===== config.mk =====
export PLATFORM = sky130hd
export DESIGN_NAME = fte_ctrl
export DESIGN_NICKNAME = d
export VERILOG_FILES = /design/src/hdl/fte_pkg.sv /design/src/hdl/fte_ctrl.sv
export SDC_FILE = /design/constraint.sdc
export NUM_CORES = 1
export LEC_CHECK = 0
export BUFFER_PORTS_ARGS = -buffer_cell sky130_fd_sc_hd__buf_2
export CORE_AREA = 2 2 39 41
export CTS_CLUSTER_SIZE = 28
export DETAILED_ROUTE_END_ITERATION = 12
export DIE_AREA = 0 0 41 43
export SLEW_MARGIN = 20
export SYNTH_ARGS = -nofsm -noshare
export SYNTH_HDL_FRONTEND = slang
export SYNTH_SLANG_ARGS = --single-unit

===== constraint.sdc =====
create_clock -name clk -period 2.15 [get_ports clk]
set_input_delay 0.3225 -clock clk [delete_from_list [all_inputs] [get_ports clk]]
set_output_delay 0.3225 -clock clk [all_outputs]
set_load 0.01 [all_outputs]

===== src/hdl/fte_pkg.sv =====
// Package: shared types, codes and constants of the table entry engine.
`default_nettype none
package fte_pkg;

	localparam int TABLE_BYTES_DEFAULT = 8192;

	// byte offset width: covers 2 * 65535 plus headroom for the bound compare
	localparam int OFF_W      = 18;
	localparam int CFG_IDX_W  = 2;
	localparam int CFG_DATA_W = 16;

	localparam logic [CFG_IDX_W-1:0] REG_FAT_KIND  = 2'd0;
	localparam logic [CFG_IDX_W-1:0] REG_INIT_FREE = 2'd1;

	localparam logic [1:0] KIND_FAT12 = 2'd0;
	localparam logic [1:0] KIND_FAT16 = 2'd1;

	localparam logic ACT_READ  = 1'b0;
	localparam logic ACT_WRITE = 1'b1;

	localparam logic STATUS_OK  = 1'b0;
	localparam logic STATUS_BAD = 1'b1;

	localparam logic [15:0] COUNT_UNKNOWN = 16'hFFFF;
	localparam logic [15:0] COUNT_MAX     = 16'hFFFE;
	localparam logic [15:0] END_MARK      = 16'hFFFF;
	localparam logic [15:0] BAD_MARK      = 16'hFFF7;
	localparam logic [15:0] NEXT_ERR      = 16'hFFFF;

	localparam logic [7:0] LO_NIBBLE = 8'h0F;
	localparam logic [7:0] HI_NIBBLE = 8'hF0;

	typedef enum logic [1:0] {
		ST_CLEAR,
		ST_IDLE,
		ST_READ,
		ST_MODIFY
	} fte_state_t;

	typedef struct packed {
		logic clear;
		logic accept;
		logic read;
		logic commit;
	} fte_cmd_t;

	typedef struct packed {
		logic clear_last;
		logic out_free;
	} fte_stat_t;

endpackage
`default_nettype wire


===== src/hdl/fte_ctrl.sv =====
// Controller: clearing pass, request acceptance and read/modify sequencing.
`default_nettype none
module fte_ctrl (
	input  wire logic              clk,
	input  wire logic              arst_n,
	input  wire logic              req_valid,
	input  wire fte_pkg::fte_stat_t stat,
	output logic                   req_ready,
	output fte_pkg::fte_cmd_t      cmd
);

	fte_pkg::fte_state_t state_q, state_d;

	always_ff @(posedge clk or negedge arst_n) begin
		if (!arst_n) begin
			state_q <= fte_pkg::ST_CLEAR;
		end else begin
			state_q <= state_d;
		end
	end

	always_comb begin
		state_d   = state_q;
		cmd       = '0;
		req_ready = 1'b0;
		case (state_q)
			fte_pkg::ST_CLEAR: begin
				cmd.clear = 1'b1;
				if (stat.clear_last) begin
					state_d = fte_pkg::ST_IDLE;
				end
			end
			fte_pkg::ST_IDLE: begin
				req_ready  = 1'b1;
				cmd.accept = req_valid;
				if (req_valid) begin
					state_d = fte_pkg::ST_READ;
				end
			end
			fte_pkg::ST_READ: begin
				cmd.read = 1'b1;
				state_d  = fte_pkg::ST_MODIFY;
			end
			fte_pkg::ST_MODIFY: begin
				// hold the read until the output register can take the word
				if (stat.out_free) begin
					cmd.commit = 1'b1;
					state_d    = fte_pkg::ST_IDLE;
				end
			end
			default: begin
				state_d = fte_pkg::ST_CLEAR;
			end
		endcase
	end

endmodule
`default_nettype wire


# --- Word-level counts from Yosys, hierarchy flattened ---
# Index checks and enable logic that the tools add are counted.
totals:
  regBits: 2
  in_bits: 5
  output_inout_bits: 5
  word_cells: 19
classes:
  n_eq_ne: 6
  muxes: 10
  n_reduce_logical: 2
ops:
  columns: ["operator", "count"]
  rows:
  - ["2-bit case mux with 4 select lines", 1]
  - ["1-bit two-way mux", 6]
  - ["2-bit two-way mux", 3]
  - ["2-bit inequality test (second input constant)", 3]
  - ["2-bit equality test (second input constant)", 2]
  - ["3-bit AND reduction", 1]
  - ["2-bit by 1-bit equality test with 1-bit output (second input constant)", 1]
  - ["2-bit zero test", 1]

# --- Depth between registers and ports, before layout ---
# Gate-level depths: netlist of run 1.
depth:
  word_depth: 3
  mapped_depth: 4
  mapped_depth_nobuf: 4

# --- Least setup slack after synthesis of run 1 ---
# Ideal clock, no wire load.
synth_path:
  path_type: "reg2reg"
  startpoint: "register state_q[0]"
  endpoint: "register state_q[1]"
  setup_time_ns: 0.127
  arrival_time_ns: 1.459
  required_ns: 2.023
  setup_slack_ns: 0.563
  path_stages_with_launch: 5
  n_path_buf: 0
  period_less_slack_ns: 1.587
  cell_sequence: "dfrtp_1 > inv_1 > ha_1 > a222oi_1 > mux2_1"
synth_between:
  elab_chain_len: 3
  elab_cells_between_ends: 9
  cone_classes: "eq/ne (6); mux (1); reduce/logical (2)"
synth_rtl:
  columns: ["item", "line_no", "rtl"]
  rows:
  - ["from (decl)", "fte_ctrl.sv:12", "fte_pkg::fte_state_t state_q, state_d;"]
  - ["from (signal assigned)", "fte_ctrl.sv:16", "state_q <= fte_pkg::ST_CLEAR;"]
  - ["from (signal assigned)", "fte_ctrl.sv:18", "state_q <= state_d;"]
  - ["2-bit equality test (tied with other cells)", "fte_ctrl.sv:26", "case (state_q)"]
  - ["2-bit inequality test (no source line)", null, null]
  - ["3-bit AND reduction (no source line)", null, null]
# Several ways; a longest one is shown, not always the timed one.
# A chain may end at the register's enable or synchronous reset.

# --- Worst setup path in the final report of run 1 ---
# Same ends and word-level chain as after synthesis.

==> results of run 1 <==
[area by class of cell]
class | count | area share (%)
multi-input combinational | 10 | 39.1
timing repair buffer | 10 | 20.0
inverter | 5 | 7.27
tap | 16 | 7.27
clock buffer | 3 | 8.18
sequential | 2 | 18.2
[critical path, cell delays in order, from the launching register on]
cell      delay [ns]
dfrtp_1         0.39
inv_1           0.09
ha_1            0.21
a222oi_1        0.45
mux2_1          0.37
[metal layers]
metal | wire length (um) | vias to the layer above
li1 | - | 80
met1 | 135 | 64
met2 | 148 | 9
met3 | 47 | 0
met4 | 0 | 0
met5 | 0 | -
[path summary, 6_finish.rpt]
check | end | slack, ns | depth (start not counted) | startpoint
min in group clk | state_q[0] | 0.54 | 4 | stat[1]
max in group asynchronous | state_q[0] | 1.63 | 2 | arst_n
min reg2reg | state_q[1] | 0.54 | 1 | state_q[1]
max reg2reg | state_q[1] | 0.52 | 4 | state_q[0]
min | state_q[1] | 0.42 | 2 | arst_n
max | state_q[1] | 0.52 | 4 | state_q[0]
[logic make-up (layout without fill, tap and decap cells)]
| group | Yosys count | count (layout) |
|---|---|---|
| AND/OR/NAND/NOR | 2 | 2 |
| buffers and inverters | 5 | 18 |
| multiplexers | 2 | 2 |
| AO/OA/AOI/OAI | 1 | 1 |
| adder cells (fa/ha/maj) | 5 | 5 |
| flip-flops | 2 | 2 |
[cell usage after synthesis]
master and n:
a222oi_1 1, and2_1 1, and2_2 1, clkinvlp_2 1
dfrtp_1 2, ha_1 5, inv_1 4, mux2_1 1
mux2i_1 1
[stage by stage]
stage | area (sq um) | setup slack [ns] | cells
5_1_grt | 275 | 0.402 | 46
3_3_place_gp | 243 | 0.527 | 42
6_report | 275 | 0.517 | 46
3_5_place_dp | 243 | 0.471 | 42
2_1_floorplan | 178 | 0.563 | 17
4_1_cts | 275 | 0.467 | 46
[placed cells by master, fill, tap and decap left out, drive strengths merged]
cell type,instances
clkinvlp,1
mux2,1
mux2i,1
dlygate4sd3,1
inv,4
dfrtp,2
a222oi,1
ha,5
buf,9
clkbuf,3
and2,2
[power by group through the flow]
| stage | registers (mW) | logic [mW] | clock network [mW] |
|---|---|---|---|
| after floorplan | 0.0740 | 0.130 | 0 |
| after global placement | 0.0769 | 0.181 | 0 |
| after detailed placement | 0.0784 | 0.184 | 0 |
| after CTS | 0.0779 | 0.186 | 0.0877 |
| after global routing | 0.0810 | 0.210 | 0.0909 |
| final | 0.0770 | 0.179 | 0.0815 |
==> flow_summary.yaml, run 1 <==
status:
  status: "completed"
clock_tree:
  cts-root-buf: "clkbuf_4"
  cts_hold_buf: 1
  cts_setup_buffers: 0
  cts_tree: "done"
  cts.repair.resized: 0
  clk_path_buf_depth: 2
  htree_levels: 1
  clock_sinks: 2
  insertion_delay_ns: 0.22
  path_clk_slew_ns: 0.03
  cts_made_buffers: 3
finish:
  fin_util_pct: 19.9
  antenna_cells: 0
  multiInputGateArea_sq_um: 108
  drive_gt1_share_pct: 46.7
  regArea_sq_um: 50.0
  largest-register: "state_q"
  largest_register_ffs: 2
  num-nets-final: 42
  synthToLayoutAreaGrowth_pct: 54.9
  reg_top3: "state_q x2"
  fillers: 159
sta:
  fin_skew_ns: 0.00141
  tightest_slew_ns: 0.453
  rsz0062_at_grt: "no"
  fin_crit_sh_pct: 76.0
  maxSlewViolCount: 0
  max-slew-margin-rel_pct: 69.8
  period_needed_ns: 1.63
  setup_viol: 0
  whs_ns: 0.420
  tns_ns: 0
  hold_viol_final: 0
  max_freq_ghz: 0.612
global_route:
  grt_usage_pct: 4.52
  use_met3_pct: 3.14
  antenna_found_initial: 0
  globalRouteOverflowTotal: 0
  grtUsageMet1_pct: 3.22
  met2_usage_pct: 6.25
  top_usage_layer: "met2"
  grt_pass1_vias: 150
  grt_start_max_net_pins: 5
  grt_pass1_wl_um: 462
route:
  dr.pass1.iters: 4
  ant_nets: 0
  wl_per_cell_um: 7.20
  drt-initial-drc-count: 2
  wl_um: 331
  dr_total_vias: 153
  drc: 0
  via_per_inst: 3.33
floorplanning:
  rows: 14
  initial_core_util_pct: 12.8
  fp.dieArea_sq_um: 1760
  die_w_um: 41
  core_region_area_sq_um: 1380
  fp.dieH_um: 43
  io_pins: 10
synthesis:
  synth_area_leaders: "ha_1 35%, dfrtp_1 28%, inv_1 8.5%, mux2_1 6.3%, a222oi_1 5.6%"
  synth_cells: 17
  synth_mux_area_share_pct: 12.0
  ys_seq_area_share_pct: 28.2
  syn_area_sq_um: 178
  synth_cell_types: 9
  ys_ff_latch: 2
  synth_top_area_share_pct: 35.2
  synth_top_family_by_area: "adder cells"
  syn_avg_cell_area_sq_um: 10.5
  syn_nets: 27
  synth-xor-area-share_pct: 0
  yosys.area_share.adder_pct: 35.2
  synth_largest_area_cell: "ha_1"
  synth_compound_area_share_pct: 5.63
  ys.warnings.count: 0
  yosys.area_share.simple_pct: 7.75
power:
  leakagePower_nw: 0.162
  power_frac_seq_pct: 22.8
  powerDensity_nw_per_um2: 1230
  p_total_mw: 0.338
  clkPwrFrac_pct: 24.1
  comb_power_share_pct: 53.1
  internal-power_mw: 0.208
  ir_worst_vdd_uv: 271
  switchingPower_mw: 0.130
  p_sw_share_pct: 38.5
setup_path:
  crit_fanout: 4
  cp-start-kind: "flip-flop"
  worstSetupEndpointType: "flip-flop"
  arrival_ns: 1.73
  crit_type: "reg -> reg"
  crit_required_ns: 2.25
flow_run:
  drv_cap: 0
placement:
  gp_congestion: 0.596
  place_hpwl_um: 276
  port_buffers: 9
hold_path:
  hp-class: "in -> async"
No activity file was read; power rests on OpenSTA's default activity.
==> inputs of run 2 (changes only) <==
==> constraint.sdc (replaced) <==
create_clock -name clk -period 1.47 [get_ports clk]
set_input_delay 0.2205 -clock clk [delete_from_list [all_inputs] [get_ports clk]]
set_output_delay 0.2205 -clock clk [all_outputs]
set_load 0.01 [all_outputs]
==> flow_summary.yaml, run 2 (same netlist as run 1, synthesis figures left out) <==
route:
  drt-initial-drc-count: 1
  dr_wl_met2_um: 270
  wl_um: 450
  drc: 0
  highest_layer: "met3"
  met1_length_um: 140
  via_per_inst: 3.57
  routed-wl-met3_um: 39
  wl_per_cell_um: 8.49
  dr_total_vias: 189
  ant_nets: 0
  dr.pass1.iters: 4
clock_tree:
  cts_tree: "done"
  insertion_delay_ns: 0.22
  clk_path_buf_depth: 2
  cts-root-buf: "clkbuf_4"
  htree_levels: 1
  clock_sinks: 2
  cts_made_buffers: 3
  path_clk_slew_ns: 0.03
setup_path:
  worstReg2RegEnd: "state_q[1]"
  crit_required_ns: 1.57
  crit_type: "reg -> reg"
  path_buf_inv: 2
  cp-start-kind: "flip-flop"
  crit_fanout: 4
  max_stage_delay_ns: 0.41
  reg2reg_depth: 5
  arrival_ns: 1.60
  crit_chain: "inv_2 -> ha_4 -> a222oi_1 -> buf_4 -> mux2_4"
  reg2reg_slack_ns: -0.04
  cp_slowest_cell: "dfrtp_2"
  timing.rr.start: "state_q[0]"
  worstSetupEndpointType: "flip-flop"
  path_delay_family: "flip-flops"
power:
  leakagePower_nw: 0.200
  powerDensity_nw_per_um2: 2090
  ir_worst_vdd_uv: 672
finish:
  fin_util_pct: 27.8
  reg_top3: "state_q x2"
  num-nets-final: 49
  drive_gt1_share_pct: 75.7
  fin_area_sq_um: 384
  layout_common_cells: "7 x buf_2, 7 x buf_4, 3 x ha_4, 3 x clkbuf_4"
  synthToLayoutAreaGrowth_pct: 116
  antenna_cells: 0
  largest_register_ffs: 2
  largest-register: "state_q"
floorplanning:
  rows: 14
  fp.dieH_um: 43
  io_pins: 10
  core_region_area_sq_um: 1380
  fp.dieArea_sq_um: 1760
  die_w_um: 41
  initial_core_util_pct: 12.8
placement:
  port_buffers: 9
  gp_congestion: 0.568
  place_ws_ns: -0.0996
  postPlaceCellArea_sq_um: 305
sta:
  setup_ws_ns: -0.0379
  fin_skew_ns: 0.00173
  period_needed_ns: 1.51
  maxSlewViolCount: 0
  rsz0062_at_grt: "yes"
  fin_crit_sh_pct: 103
  tightest_slew_ns: 0.261
  setup_viol: 2
  max-slew-margin-rel_pct: 82.6
  hold_viol_final: 0
  max_freq_ghz: 0.663
global_route:
  grt_pass1_vias: 190
  globalRouteOverflowTotal: 0
  grt_start_max_net_pins: 5
  grt_usage_pct: 5.82
  antenna_found_initial: 0
  grt_pass1_wl_um: 634
flow_run:
  drv_cap: 0
status:
  violations: "setup timing"
  status: "finished with violations"
hold_path:
  hp-class: "in -> async"
-- run 2: where the power goes --
part / total (mW) / switching (mW) / internal, mW
combinational: 0.560 / 0.220 / 0.340
sequential: 0.125 / 0.0375 / 0.0880
clock: 0.116 / 0.0266 / 0.0896
-- run 2: how the worst max path moves through the flow --
stage	start	to	slack [ns]	cells past startpoint
global route	state_q[1]	state_q[0]	-0.12	6
global placement	state_q[0]	state_q[1]	-0.08	4
CTS	state_q[0]	state_q[1]	-0.03	5
finish	state_q[0]	state_q[1]	-0.04	5
detailed placement	state_q[0]	state_q[1]	-0.1	4
floorplan	state_q[0]	state_q[1]	-0.06	4
-- run 2: cell type report --
class	count	area, sq um
multi-input combinational	10	150
clock buffer	3	22.5
tap	16	20.0
timing repair buffer	17	120
fill	153	1000
sequential	2	51.3
inverter	5	20.0
-- run 2: per-layer routing --
layer / vias to the layer above / global-route usage (%)
met2: 8 / 10.6
met1: 88 / 3.85
met3: 0 / 1.57
li1: 93 / -
met5: - / 0
met4: 0 / 6.00
-- run 2: repair_timing --
item	4_1_cts	5_1_grt
pin swaps	1	0
setup endpoints to repair	3	4
setup buffers	3	0
gates resized for setup	2	5
endpoints found under the hold margin	2	0
hold buffers	1	0
-- run 2: metrics by stage --
stage	cells	power, mW	hold WS [ns]	setup TNS, ns
2_1_floorplan	17	0.357	-0.0751	-0.0583
3_3_place_gp	47	0.537	0.00717	-0.130
3_5_place_dp	47	0.544	0.00805	-0.186
4_1_cts	54	0.768	0.309	-0.0610
5_1_grt	53	0.880	0.316	-0.233
6_report	53	0.802	0.318	-0.0557
-- run 2: worst register-to-register path: stages, from the launching register on --
cell	delay, ns
dfrtp_2	0.41
inv_2	0.07
ha_4	0.16
a222oi_1	0.29
buf_4	0.17
mux2_4	0.29
==> inputs of run 3 (changes only) <==
--- a/config.mk
+++ b/config.mk
@@ -5,7 +5,7 @@
 export SDC_FILE = /design/constraint.sdc
 export NUM_CORES = 1
 export LEC_CHECK = 0
-export BUFFER_PORTS_ARGS = -buffer_cell sky130_fd_sc_hd__buf_2
+export BUFFER_PORTS_ARGS = -buffer_cell sky130_fd_sc_hd__buf_4
 export CORE_AREA = 2 2 39 41
 export CTS_CLUSTER_SIZE = 28
 export DETAILED_ROUTE_END_ITERATION = 12
==> flow_summary.yaml, run 3 (same netlist as run 1, synthesis figures left out) <==
status:
  status: "finished with violations"
  violations: "setup timing"
placement:
  gp_congestion: 0.596
  port_buffers: 9
  postPlaceCellArea_sq_um: 335
  place_hpwl_um: 322
finish:
  final_common_cell: "buf_4"
  regArea_sq_um: 51.3
  largest_register_ffs: 2
  multiInputGateArea_sq_um: 138
  fillers: 156
  largest-register: "state_q"
  antenna_cells: 0
  reg_top3: "state_q x2"
  synthToLayoutAreaGrowth_pct: 121
  num-nets-final: 50
  fin_area_sq_um: 393
  layout_common_cells: "16 x buf_4, 3 x ha_1, 3 x clkbuf_4"
  drive_gt1_share_pct: 73.7
setup_path:
  worstSetupEndpointType: "flip-flop"
  path_delay_family: "flip-flops"
  cp-start-kind: "flip-flop"
  reg2reg_slack_ns: -0.03
  cp_slowest_cell: "dfrtp_1"
  crit_required_ns: 1.57
  reg2reg_depth: 5
  crit_fanout: 3
  worstReg2RegEnd: "state_q[1]"
  max_stage_delay_ns: 0.37
  crit_chain: "inv_2 -> ha_4 -> a222oi_1 -> buf_4 -> mux2_4"
  crit_type: "reg -> reg"
  arrival_ns: 1.60
  path_buf_inv: 2
  timing.rr.start: "state_q[1]"
power:
  powerDensity_nw_per_um2: 2030
  p_total_mw: 0.797
  leakagePower_nw: 0.208
  ir_worst_vdd_uv: 540
route:
  dr.pass1.iters: 4
  via_per_inst: 3.48
  ant_nets: 0
  drt-initial-drc-count: 5
  wl_per_cell_um: 7.44
  wl_um: 402
  drc: 0
  dr_total_vias: 188
floorplanning:
  io_pins: 10
  fp.dieH_um: 43
  initial_core_util_pct: 12.8
  core_region_area_sq_um: 1380
  die_w_um: 41
  fp.dieArea_sq_um: 1760
  rows: 14
clock_tree:
  htree_levels: 1
  clk_path_buf_depth: 2
  insertion_delay_ns: 0.22
  cts_tree: "done"
  cts-root-buf: "clkbuf_4"
  path_clk_slew_ns: 0.03
  clock_sinks: 2
  cts_made_buffers: 3
sta:
  rsz0062_at_grt: "yes"
  maxSlewViolCount: 0
  hold_viol_final: 0
  tns_ns: -0.0279
  max_freq_ghz: 0.668
  fin_crit_sh_pct: 102
  period_needed_ns: 1.50
  setup_ws_ns: -0.0279
  whs_ns: 0.314
  setup_viol: 1
  max-slew-margin-rel_pct: 82.4
  tightest_slew_ns: 0.264
  fin_skew_ns: 0.00229
hold_path:
  hp-class: "in -> async"
global_route:
  grt_pass1_vias: 177
  globalRouteOverflowTotal: 0
  grt_pass1_wl_um: 600
  grt_usage_pct: 5.71
  antenna_found_initial: 0
  grt_start_max_net_pins: 5
flow_run:
  drv_cap: 0
run 3: cell count changes in the layout (fill, tap and decap cells not counted), sizes merged:
cell and delta:
buf +1
run 3: repair_timing:
action	in CTS	in global routing
hold endpoints to repair	2	0
setup endpoints to repair	3	2
gates resized for setup	4	0
pin swaps	1	1
hold buffers	1	0
buffers inserted	2	0
run 3: how the worst max path moves through the flow:
stage	start	end	slack, ns	depth (start not counted)
2_1_floorplan	state_q[0]	state_q[1]	-0.06	4
3_3_place_gp	state_q[0]	state_q[1]	-0.08	4
3_5_place_dp	state_q[0]	state_q[1]	-0.12	4
4_1_cts	state_q[0]	state_q[1]	-0.03	5
5_1_grt	state_q[1]	state_q[1]	-0.11	5
6_report	state_q[1]	state_q[1]	-0.03	5
run 3: area by class of cell:
type | count | share of cell area (%)
repair buffers | 18 | 36.0
inverters | 5 | 5.10
clock buffers | 3 | 5.73
multi-input cells | 10 | 35.0
flip-flops and latches | 2 | 13.1
well taps | 16 | 5.10
run 3: metrics by stage:
step	worst slack [ns]	utilization (%)	std cells
3_3_place_gp	-0.0816	24.2	48
2_1_floorplan	-0.0583	-	17
4_1_cts	-0.0347	28.4	54
3_5_place_dp	-0.118	24.2	48
5_1_grt	-0.105	28.4	54
6_report	-0.0279	28.4	54
run 3: power breakdown:
part	switching [mW]	internal, mW
Clock	0.0296	0.0899
Combinational	0.202	0.354
Sequential	0.0339	0.0880
Total	0.266	0.532
run 3: per-layer routing:
metal  vias to the layer above  part of all wire [%]  global-route usage [%]
met5                         -                     0                       0
met4                         0                     0                    8.00
met3                         0                    12                    1.57
met2                         8                    53                    9.38
met1                        85                    35                    3.83
li1                         95                     -                       -
